[src/rtl/core/skvt_pkg.sv]
package skvt_pkg;

  // field widths of the request and result
  localparam int FUNC_W = 2;
  localparam int KEY_W  = 32;
  localparam int VAL_W  = 32;
  localparam int STAT_W = 2;
  localparam int POS_W  = 7;

  // default table depth
  localparam int CAPACITY_DEF = 64;

  // operation codes
  localparam logic [FUNC_W-1:0] FUNC_INSERT = 2'd0;
  localparam logic [FUNC_W-1:0] FUNC_LOOKUP = 2'd1;
  localparam logic [FUNC_W-1:0] FUNC_REMOVE = 2'd2;

  // result status codes
  localparam logic [STAT_W-1:0] ST_OK   = 2'd0;
  localparam logic [STAT_W-1:0] ST_DUP  = 2'd1;
  localparam logic [STAT_W-1:0] ST_MISS = 2'd2;
  localparam logic [STAT_W-1:0] ST_FULL = 2'd3;

  // controller to datapath commands
  typedef struct packed {
    logic load;      // latch request, open the search range
    logic probe;     // take midpoint, read it
    logic compare;   // narrow the range on the read key
    logic setup;     // load the shift index
    logic shift_wr;  // write the moved entry, step the index
    logic put;       // write the new entry at its slot
    logic finish;    // post the result, update the count
  } cmd_t;

  // datapath to controller status
  typedef struct packed {
    logic range_open;  // search still has candidates
    logic do_ins;      // insert will change the table
    logic do_rem;      // remove will change the table
    logic is_ins;      // request is an insert
    logic more;        // another entry has to move
  } sts_t;

endpackage

[src/rtl/core/skvt_ctrl.sv]
module skvt_ctrl (
  input  logic          clk,
  input  logic          rst,
  input  logic          start,
  input  skvt_pkg::sts_t sts,
  output skvt_pkg::cmd_t cmd,
  output logic          busy
);

  import skvt_pkg::*;

  typedef enum logic [7:0] {
    S_IDLE   = 8'b0000_0001,
    S_PROBE  = 8'b0000_0010,
    S_CMP    = 8'b0000_0100,
    S_DECIDE = 8'b0000_1000,
    S_SH_RD  = 8'b0001_0000,
    S_SH_WR  = 8'b0010_0000,
    S_PUT    = 8'b0100_0000,
    S_FIN    = 8'b1000_0000
  } state_t;

  state_t state, state_next;

  // state register
  always_ff @(posedge clk) begin
    if (rst) begin
      state <= S_IDLE;
    end else begin
      state <= state_next;
    end
  end

  // next state and commands
  always_comb begin
    state_next = state;
    cmd        = '0;
    unique case (state)
      S_IDLE: begin
        if (start) begin
          cmd.load   = 1'b1;
          state_next = S_PROBE;
        end
      end
      S_PROBE: begin
        if (sts.range_open) begin
          cmd.probe  = 1'b1;
          state_next = S_CMP;
        end else begin
          state_next = S_DECIDE;
        end
      end
      S_CMP: begin
        cmd.compare = 1'b1;
        state_next  = S_PROBE;
      end
      S_DECIDE: begin
        cmd.setup = 1'b1;
        if (sts.do_ins || sts.do_rem) begin
          state_next = S_SH_RD;
        end else begin
          state_next = S_FIN;
        end
      end
      // source entry is read here, written back in the next cycle
      S_SH_RD: begin
        if (sts.more) begin
          state_next = S_SH_WR;
        end else if (sts.is_ins) begin
          state_next = S_PUT;
        end else begin
          state_next = S_FIN;
        end
      end
      S_SH_WR: begin
        cmd.shift_wr = 1'b1;
        state_next   = S_SH_RD;
      end
      S_PUT: begin
        cmd.put    = 1'b1;
        state_next = S_FIN;
      end
      S_FIN: begin
        cmd.finish = 1'b1;
        state_next = S_IDLE;
      end
      default: begin
        state_next = S_IDLE;
      end
    endcase
  end

  assign busy = (state != S_IDLE);

endmodule

[config.mk]
export PLATFORM = sky130hd
export DESIGN_NAME = skvt_ctrl
export DESIGN_NICKNAME = d
export VERILOG_FILES = /design/src/rtl/core/skvt_pkg.sv /design/src/rtl/core/skvt_ctrl.sv
export SDC_FILE = /design/constraint.sdc
export NUM_CORES = 1
export LEC_CHECK = 0
export BUFFER_PORTS_ARGS = -buffer_cell sky130_fd_sc_hd__buf_2
export CAP_MARGIN = 20
export CORE_AREA = 5 5 42 44
export DETAILED_ROUTE_END_ITERATION = 12
export DIE_AREA = 0 0 47 49
export PLACE_DENSITY = 0.53
export RECOVER_POWER = 100
export SLEW_MARGIN = 20
export SYNTH_ARGS = -nofsm -noshare
export SYNTH_HDL_FRONTEND = slang
export SYNTH_SLANG_ARGS = --single-unit
export TNS_END_PERCENT = 10
[constraint.sdc]
create_clock -name clk -period 1.6 [get_ports clk]
set_input_delay 0.16 -clock clk [delete_from_list [all_inputs] [get_ports clk]]
set_output_delay 0.16 -clock clk [all_outputs]
set_load 0.01 [all_outputs]
Yosys cells after proc, flatten, opt, wreduce, memory -nomap -nowiden
Cells that the tools add are included.
- mux-type cells: 15
- equality and inequality tests: 10
- reduce and logical (&&, ||, !) cells: 1
- operators by type and width (cell ; number):
    $pmux 8 s7 ; 1
    $mux 8 ; 4
    $mux 1 ; 9
    $eq 8x1->1 const B ; 1
    $eq 8x2->1 const B ; 1
    $eq 8x3->1 const B ; 1
    $eq 8x4->1 const B ; 1
    $eq 8x5->1 const B ; 1
    $eq 8x6->1 const B ; 1
    $eq 8x7->1 const B ; 1
    $eq 8x8->1 const B ; 1
    $ne 8x1->1 const B ; 1
    $mux 4 ; 1
    $ne 2x2->1 const B ; 1
    $logic_or 1x1->1 ; 1
- bits of input ports: 8
- logic and storage cells: 27
- output and inout port bits: 8
- register bits: 8

Depth between registers and ports, before layout
Gate-level depths: netlist of the first run.
- depth in word-level cells: 3
- mapped depth: 5
- mapped depth without buffers: 5

Worst setup path after synthesis of the first run
OpenSTA, ideal clock, no wires.
- kind: register to output
- start: register state[2]
- end: output port cmd[6] (netlist name)
- data required time: 1440 ps
- data arrival time: 1174 ps
- stages on the path, launching flop included: 5
- slack: 266 ps
- cells stage by stage: dfxtp_1 nor4_2 and4b_1 inv_1 nor2_1
- RTL lines (item ; RTL line ; source):
    start, declared ; skvt_ctrl.sv:23 ; state_t state, state_next;
    start signal, assigned ; skvt_ctrl.sv:30 ; state <= state_next;
    end, declared ; skvt_ctrl.sv:6 ; output skvt_pkg::cmd_t cmd,

==> flow_metrics.py, run 1 <==
metrics = {
    "status": {
        "outcome": "finished with violations",
        "violations": "negative setup slack",
    },
    "grt": {
        "antenna_found_initial": 0,
        "grt_max_degree": 7,
        "grt_use_total_pct": 8.76,
        "grt_pass1_vias": 360,
        "grt_pass1_wl_um": 1470,
        "overflow": 0,
    },
    "sta": {
        "fmax_mhz": 623,
        "setup_viol_count_final": 1,
        "hold_slack_ps": 66.1,
        "fin_skew_ps": 0.452,
        "period_share_pct": 100,
        "fin_ws_ps": -5.13,
        "hold_viol_final": 0,
        "post-route-min-period_ps": 1610,
        "worst_slew_pin_slew_ps": 299,
        "rsz0062_at_grt": "true",
        "slew_headroom_pct": 79.9,
        "maxSlewViolCount": 0,
    },
    "power": {
        "ir_drop_uv": 540,
        "leakage_nw": 0.289,
        "powerDensity_nw_per_um2": 906,
        "power_uw": 510,
    },
    "worst_setup_path": {
        "crit_path_top_delay_cell": "nor4_4",
        "critPathTopFamily": "simple AND/OR/NAND/NOR gates",
        "criticalPathCategory": "flop to primary output",
        "critical_path_arrival_ps": 1450,
        "crit_fanout": 4,
        "start_kind": "flop",
        "crit_chain": "nor4_4 > and4b_2 > buf_2",
        "crit_path_end_kind": "primary output",
        "cp.required_ps": 1440,
        "rrSetupSlack_ps": 210,
        "cp-startpoint": "state[0]$_SDFFE_PP1P_",
        "critPathBufInv": 1,
        "critPathMaxStageDelay_ps": 370,
        "r2r-start": "state[2]$_SDFFE_PP0P_",
    },
    "cells_and_area": {
        "regMostFlops": "state",
        "reg_top3": "state: 8 flops",
        "syn2layout_area_growth_pct": 35.1,
        "drive_gt1_share_pct": 47.6,
        "nets": 73,
        "n_antenna_cell": 0,
        "largest_register_ffs": 8,
        "final_cells": 79,
    },
    "floorplanning": {
        "placementRows": 14,
        "io_pins": 16,
        "die_area_um2": 2300,
        "die_y_um": 49,
        "start_util_pct": 29.7,
        "dieWidth_um": 47,
        "core_um2": 1400,
    },
    "clock_network": {
        "clock-sinks": 8,
        "clkTransAtPathRegs_ps": 50,
        "htree_num_levels": 1,
        "cts-hold-fix-buffers": 0,
        "cts.path.max_buffers": 2,
        "cts_root_buf": "clkbuf_4",
        "clkLatencyLatePin_ps": 250,
        "cts_tree": "done",
        "cts-buffers-inserted": 3,
    },
    "synthesis": {
        "synth-seq-cells": 8,
        "netlist_instances": 43,
        "avgSynthCellArea_um2": 9.69,
        "synth-seq-area-share_pct": 38.4,
        "ys_types": 19,
        "yosys_warnings": 0,
        "synth_area_um2": 417,
        "synth.net_count": 51,
    },
    "drt": {
        "via_per_inst": 5.25,
        "ant_nets": 0,
        "firstDrtPassIters": 4,
        "drt_iter0_drc": 8,
        "vias": 415,
        "wl_per_cell_um": 12.8,
        "wirelength_um": 1010,
        "drc": 0,
    },
    "place": {
        "dp_cells": 74,
        "place_congestion": 0.717,
        "hpwl_um": 729,
        "portBuffers": 15,
    },
    "hold_path": {
        "worstHoldPathType": "input pin to flop",
        "hp-start": "sts[4]",
    },
    "job": {
        "maxCapViolations": 0,
    },
}
## power by group
group | internal (mW) | leakage, nW | switching [mW]
Combinational | 0.0674 | 0.208 | 0.0582
Sequential | 0.212 | 0.0665 | 0.0165
Clock | 0.0859 | 0.0138 | 0.0700
Total | 0.366 | 0.289 | 0.145
## final timing paths
check                                              to  cells past startpoint
worst max register to register  state[2]$_SDFFE_PP0P_                      5
worst min register to register  state[7]$_SDFFE_PP0P_                      2
worst min-delay path            state[3]$_SDFFE_PP0P_                      2
worst max-delay path                           cmd[3]                      3
## per-layer routing
layer | wire (µm) | GRT usage [%] | vias to the layer above
met2 | 525 | 12.9 | 14
met4 | 19 | 5.53 | 0
met1 | 403 | 10.0 | 192
met5 | 0 | 0 | -
met3 | 60 | 3.69 | 4
li1 | - | - | 205
## final cells by class
class | count | area [µm²]
flip-flops and latches | 8 | 164
inverters | 3 | 11.3
clock buffers | 3 | 22.5
fillers | 159 | 838
multi-input cells | 31 | 248
well taps | 16 | 20.0
repair buffers | 18 | 97.6
## Yosys cell counts
cell	count	area share, %
nand2_1	1	0.90
inv_1	3	2.7
a31oi_1	1	1.5
and4b_1	6	14
nor4b_1	1	2.1
buf_4	1	1.8
o41ai_1	1	2.1
nand4b_1	2	4.2
or3_1	1	1.5
nor2_1	7	6.3
o21a_1	1	1.8
and2_1	2	3.0
nor4_2	1	3.0
or2_2	1	1.5
dfxtp_1	8	38
nor3b_1	2	3.6
nand4b_2	1	3.6
a21oi_1	2	2.4
nor4_4	1	5.1
## what timing repair did
item                                   4_1_cts  5_1_grt
setup endpoints to repair                    4        6
pin swaps                                    4        2
buffers inserted                             2        0
resized for setup                            3        3
endpoints found under the hold margin        0        0
## through the flow
step | setup slack, ps | setup TNS (ps) | util [%] | instance area [µm²]
finish | -5.13 | -5.13 | 40.2 | 563
CTS | -3.81 | -3.81 | 40.0 | 561
floorplan | 266 | 0 | - | 417
global placement | 199 | 0 | 36.5 | 512
detailed placement | 156 | 0 | 36.5 | 512
global route | -75.0 | -271 | 40.2 | 563
## worst reg2reg max path: cells and delay by family, from the launching register on
family / cells / cell delay [ps]
buffers and inverters: 1 / 120
and+or+nand+nor: 3 / 730
AOI/OAI and AO/OA: 1 / 80
DFF: 1 / 340
## kinds of logic (layout without fill, tap and decap cells)
| family | count (synthesis) | in the layout | synth area share (%) |
|---|---|---|---|
| AND/OR/NAND/NOR | 26 | 26 | 49.3 |
| flip-flops | 8 | 8 | 38.4 |
| AO/OA/AOI/OAI | 5 | 5 | 7.81 |
| buffers and inverters | 4 | 24 | 4.50 |
## cells in the final DEF, fill, tap and decap left out
| cell type | n |
|---|---|
| dfxtp_2 | 3 |
| nand4b_2 | 1 |
| nor4_4 | 2 |
| and4b_1 | 5 |
| dfxtp_1 | 5 |
| o21a_1 | 1 |
| a21oi_1 | 2 |
| or3_1 | 1 |
| buf_2 | 15 |
| nand2_1 | 1 |
| inv_2 | 1 |
| nand4b_1 | 2 |
| and2_1 | 2 |
| nor2_1 | 7 |
| or2_2 | 1 |
| nor4b_1 | 1 |
| buf_4 | 3 |
| and4b_2 | 1 |
| inv_1 | 2 |
| a31oi_1 | 1 |
| nor3b_1 | 2 |
| o41ai_1 | 1 |
| clkbuf_4 | 3 |
Power figures use the tool's default switching activity.
==> run 2: changes to the inputs <==
Settings changed: GPL_TIMING_DRIVEN set to 0.
Clock period 1.6 ns to 1.55 ns, I/O delays scaled along.
==> run 2 against run 1 <==
Net effect: largest power group unchanged; highest routed layer unchanged; total power is 6.7% higher; critical path depth rose by 2; sequential power increased by 3%; flip-flop and latch count did not move; design area is 6.4% higher; register-to-register slack worse by 180 ps; setup slack got worse by 21 ps; sequential share of layout area is 1.3 points lower; wire length fell by 2.1%; hold slack better by 6.4 ps; via count shrank 1.2%; the flow still finishes with violations (negative setup slack); utilization is 2.6 points higher.
==> flow_metrics.py, run 2 (synthesized netlist as in run 1, its figures left out) <==
metrics = {
    "drt": {
        "via_per_inst": 5.00,
        "vias": 410,
        "drc": 0,
        "wl_per_cell_um": 12.0,
        "drt_iter0_drc": 4,
        "firstDrtPassIters": 4,
        "wirelength_um": 988,
        "ant_nets": 0,
    },
    "grt": {
        "grt_pass1_vias": 377,
        "met2_usage_pct": 14.9,
        "met1_usage_pct": 10.7,
        "grt_pass1_wl_um": 1530,
        "grt_use_total_pct": 8.91,
        "grtUsageMet3_pct": 3.32,
        "antenna_found_initial": 0,
        "top_usage_layer": "met2",
        "overflow": 0,
        "grt_max_degree": 7,
    },
    "cells_and_area": {
        "final_cell_mix": "buf_2, nor2_1, buf_4",
        "n_antenna_cell": 0,
        "nets": 76,
        "regMostFlops": "state",
        "final_cells": 82,
        "syn2layout_area_growth_pct": 43.8,
        "largest_register_ffs": 8,
        "drive_gt1_share_pct": 53.0,
        "layout.cells.most_common": "buf_2",
        "reg_top3": "state: 8 flops",
    },
    "job": {
        "maxCapViolations": 0,
    },
    "clock_network": {
        "cts.path.max_buffers": 2,
        "clkLatencyLatePin_ps": 240,
        "clock-sinks": 8,
        "cts_root_buf": "clkbuf_4",
        "cts-buffers-inserted": 3,
        "clkTransAtPathRegs_ps": 60,
        "htree_num_levels": 1,
        "cts_tree": "done",
    },
    "sta": {
        "setup_viol_count_final": 4,
        "fmax_mhz": 634,
        "fin_ws_ps": -26.5,
        "hold_viol_final": 0,
        "fin_skew_ps": 4.06,
        "rsz0062_at_grt": "true",
        "period_share_pct": 102,
        "slew_headroom_pct": 80.2,
        "worst_slew_pin_slew_ps": 293,
        "post-route-min-period_ps": 1580,
        "maxSlewViolCount": 0,
    },
    "worst_setup_path": {
        "crit_fanout": 4,
        "criticalPathCategory": "flop to primary output",
        "start_kind": "flop",
        "crit_path_end_kind": "primary output",
        "cp.required_ps": 1390,
        "critical_path_arrival_ps": 1420,
    },
    "hold_path": {
        "worstHoldPathType": "input pin to flop",
    },
    "place": {
        "place_congestion": 0.751,
        "portBuffers": 15,
        "pre_cts_slack_ps": 13.5,
        "hpwl_um": 747,
        "dp_cells": 74,
    },
    "power": {
        "powerDensity_nw_per_um2": 908,
        "ir_drop_uv": 531,
        "leakage_nw": 0.307,
    },
    "floorplanning": {
        "dieWidth_um": 47,
        "die_area_um2": 2300,
        "die_y_um": 49,
        "start_util_pct": 29.7,
        "core_um2": 1400,
        "io_pins": 16,
        "placementRows": 14,
    },
    "status": {
        "violations": "negative setup slack",
        "outcome": "finished with violations",
    },
}
==> run 2: cell types whose count changed in the layout (fill, tap and decap cells not counted), sizes merged <==
cell / delta
buf: +3
==> run 2: cell type report <==
type | instances | area [µm²]
clock buffer | 3 | 22.5
inverter | 3 | 11.3
sequential | 8 | 166
multi-input combinational | 31 | 253
timing repair buffer | 21 | 126
fill | 155 | 802
tap | 16 | 20.0
==> run 2: per-stage QoR <==
step                utilization (%)  power (mW)  hold WS [ps]  cell area (µm²)  TNS [ps]
floorplan                         -       0.314           224              417         0
global placement               36.5       0.353           327              512         0
detailed placement             36.5       0.355           333              512         0
CTS                            41.8       0.534          69.1              586     -68.6
global route                   42.8       0.582          80.7              599      -680
finish                         42.8       0.544          72.5              599     -53.4
==> run 2: path summary, 6_finish.rpt <==
check	startpoint	endpoint	slack, ps	depth (start not counted)
setup / recovery	state[2]$_SDFFE_PP0P_	cmd[6]	-30	5
setup reg to reg	state[2]$_SDFFE_PP0P_	state[2]$_SDFFE_PP0P_	30	6
hold / removal	sts[4]	state[3]$_SDFFE_PP0P_	70	2
hold reg to reg	state[4]$_SDFFE_PP0P_	state[5]$_SDFFE_PP0P_	590	2
==> run 2: what timing repair did <==
action                                  in CTS  in global routing
hold buffers                                 0                  0
gates resized for setup                      7                  3
endpoints found under the setup margin       6                  9
buffers inserted                             5                  1
pin swaps                                    4                  3
==> run 2: where the power goes <==
| group | total [mW] | leakage [nW] | switching (mW) | internal [mW] |
|---|---|---|---|---|
| registers | 0.235 | 0.0668 | 0.0175 | 0.218 |
| clock network | 0.153 | 0.0138 | 0.0648 | 0.0882 |
| logic | 0.156 | 0.226 | 0.0698 | 0.0864 |
| total | 0.544 | 0.307 | 0.152 | 0.392 |
==> run 2: layer usage <==
layer	share of wire (%)	wire length (µm)
met3	4.1	41
met5	0	0
met4	1.1	11
met2	52	513
met1	43	421
==> run 2: worst max-delay path, cell delays in order (launching register included) <==
cell and delay (ps):
dfxtp_4 350, nor4_4 310, and4b_1 280, inv_2 60
nor2_2 60, buf_2 120
==> run 3: changes to the inputs <==
Clock period 1.55 ns to 1.9 ns, I/O delays scaled along.
==> run 3 against run 2 <==
Net effect: the run now ends clean; clock power is 16% lower; design area shrank 11%; combinational power is 42% lower.
==> flow_metrics.py, run 3 (synthesized netlist as in run 1, its figures left out) <==
metrics = {
    "sta": {
        "finalSetupTns_ps": 0,
        "hold_viol_final": 0,
        "post-route-min-period_ps": 1780,
        "fmax_mhz": 563,
        "worst_slew_pin_slew_ps": 288,
        "setup_viol_count_final": 0,
        "fin_skew_ps": 0.891,
        "rsz0062_at_grt": "false",
        "slew_headroom_pct": 80.5,
        "period_share_pct": 93.5,
        "maxSlewViolCount": 0,
    },
    "worst_setup_path": {
        "rrSetupSlack_ps": 440,
        "r2r-start": "state[0]$_SDFFE_PP1P_",
        "critical_path_arrival_ps": 1590,
        "r2r_cells": 4,
        "cp.required_ps": 1710,
        "r2r-end": "state[7]$_SDFFE_PP0P_",
        "criticalPathCategory": "flop to primary output",
        "crit_path_end_kind": "primary output",
        "crit_fanout": 4,
        "start_kind": "flop",
    },
    "drt": {
        "ant_nets": 0,
        "firstDrtPassIters": 4,
        "via_per_inst": 4.95,
        "drc": 0,
        "wl_per_cell_um": 11.8,
        "wirelength_um": 909,
        "vias": 381,
        "drt_iter0_drc": 4,
    },
    "floorplanning": {
        "die_area_um2": 2300,
        "core_um2": 1400,
        "start_util_pct": 29.7,
        "placementRows": 14,
        "die_y_um": 49,
        "io_pins": 16,
        "dieWidth_um": 47,
    },
    "cells_and_area": {
        "drive_gt1_share_pct": 26.2,
        "largest_register_ffs": 8,
        "syn2layout_area_growth_pct": 28.2,
        "post-route-util_pct": 38.1,
        "n_antenna_cell": 0,
        "regMostFlops": "state",
        "reg_top3": "state: 8 flops",
        "nets": 71,
        "final_cell_mix": "buf_2, dfxtp_1, nor2_1, clkbuf_1, and4b_1",
    },
    "power": {
        "powerDensity_nw_per_um2": 773,
        "power_uw": 413,
        "power.share.clock_pct": 31.3,
        "ir_drop_uv": 340,
        "seq_power_share_pct": 46.7,
        "p_sw_uw": 118,
        "pwr-share-comb_pct": 22.0,
        "switching_share_pct": 28.6,
        "leakage_nw": 0.252,
        "p_int_uw": 295,
    },
    "grt": {
        "grt_pass1_vias": 366,
        "antenna_found_initial": 0,
        "grt_use_total_pct": 8.63,
        "grt_pass1_wl_um": 1440,
        "grt_max_degree": 7,
        "overflow": 0,
    },
    "place": {
        "place_congestion": 0.751,
        "hpwl_um": 747,
        "portBuffers": 15,
    },
    "hold_path": {
        "worstHoldPathType": "input pin to flop",
        "holdPathStages": 2,
        "holdPathEnd": "state[3]$_SDFFE_PP0P_",
        "hp-start": "sts[4]",
    },
    "status": {
        "outcome": "complete, no violations",
    },
    "clock_network": {
        "cts-buffers-inserted": 3,
        "clock-sinks": 8,
        "cts_tree": "done",
        "cts.path.max_buffers": 2,
        "cts-hold-fix-buffers": 0,
        "htree_num_levels": 1,
        "clkTransAtPathRegs_ps": 60,
        "cts_root_buf": "clkbuf_4",
        "clkLatencyLatePin_ps": 250,
    },
    "job": {
        "maxCapViolations": 0,
    },
}
==> run 3: changes by cell type in the layout (fill, tap and decap cells not counted), moves of 2 or more <==
cell / before / now
buf_2: 14 / 8
dfxtp_2: 2 / 0
dfxtp_1: 5 / 8
buf_4: 6 / 1
clkbuf_1: 0 / 7
==> run 3: worst max-delay path by stage <==
stage / from / end / slack [ps] / depth (start not counted)
final: state[2]$_SDFFE_PP0P_ / cmd[5] / 120 / 5
after global routing: state[2]$_SDFFE_PP0P_ / cmd[5] / 40 / 5
after CTS: state[2]$_SDFFE_PP0P_ / cmd[5] / 50 / 5
after detailed placement: state[2]$_SDFFE_PP0P_ / cmd[5] / 330 / 5
after global placement: state[2]$_SDFFE_PP0P_ / cmd[5] / 320 / 5
after floorplan: state[2]$_SDFFE_PP0P_ / cmd[6] / 540 / 4
==> run 3: timing repair <==
action	CTS	global route
gates resized for setup	0	1
setup buffers	0	0
endpoints found under the setup margin	0	2
==> run 3: cell type report <==
cell class                      count  area (µm²)
Tap cell                           16        20.0
Clock buffer                        3        22.5
Timing Repair Buffer               15        66.3
Sequential cell                     8         160
Inverter                            3        11.3
Buffer                              1        7.51
Fill cell                         168         867
Multi-Input combinational cell     31         246
==> run 3: per-layer routing <==
layer / track usage (%) / part of all wire (%)
met5: 0 / 0
met4: 2.76 / 1.1
met3: 4.43 / 4.5
met2: 13.6 / 50
met1: 9.80 / 45
==> run 3: power groups by stage <==
| stage | combinational [mW] | sequential, mW | clock [mW] |
|---|---|---|---|
| 2_1_floorplan | 0.0628 | 0.194 | 0 |
| 3_3_place_gp | 0.0926 | 0.195 | 0 |
| 3_5_place_dp | 0.0934 | 0.196 | 0 |
| 4_1_cts | 0.0940 | 0.192 | 0.130 |
| 5_1_grt | 0.101 | 0.194 | 0.142 |
| 6_report | 0.0909 | 0.193 | 0.129 |
==> run 3: metrics by stage <==
| stage | instance area [µm²] | setup WS [ps] | hold slack (ps) | instances |
|---|---|---|---|---|
| 6_report | 534 | 124 | 107 | 77 |
| 2_1_floorplan | 417 | 536 | 259 | 43 |
| 4_1_cts | 534 | 54.6 | 105 | 77 |
| 3_5_place_dp | 512 | 329 | 368 | 74 |
| 5_1_grt | 534 | 42.7 | 114 | 77 |
| 3_3_place_gp | 512 | 322 | 362 | 74 |
==> run 3: worst max-delay path, cell delays in order (launching register included) <==
cell and delay (ps):
dfxtp_1 340, nor4_4 340, and4b_1 290, and2_0 160, buf_4 100, buf_2 110
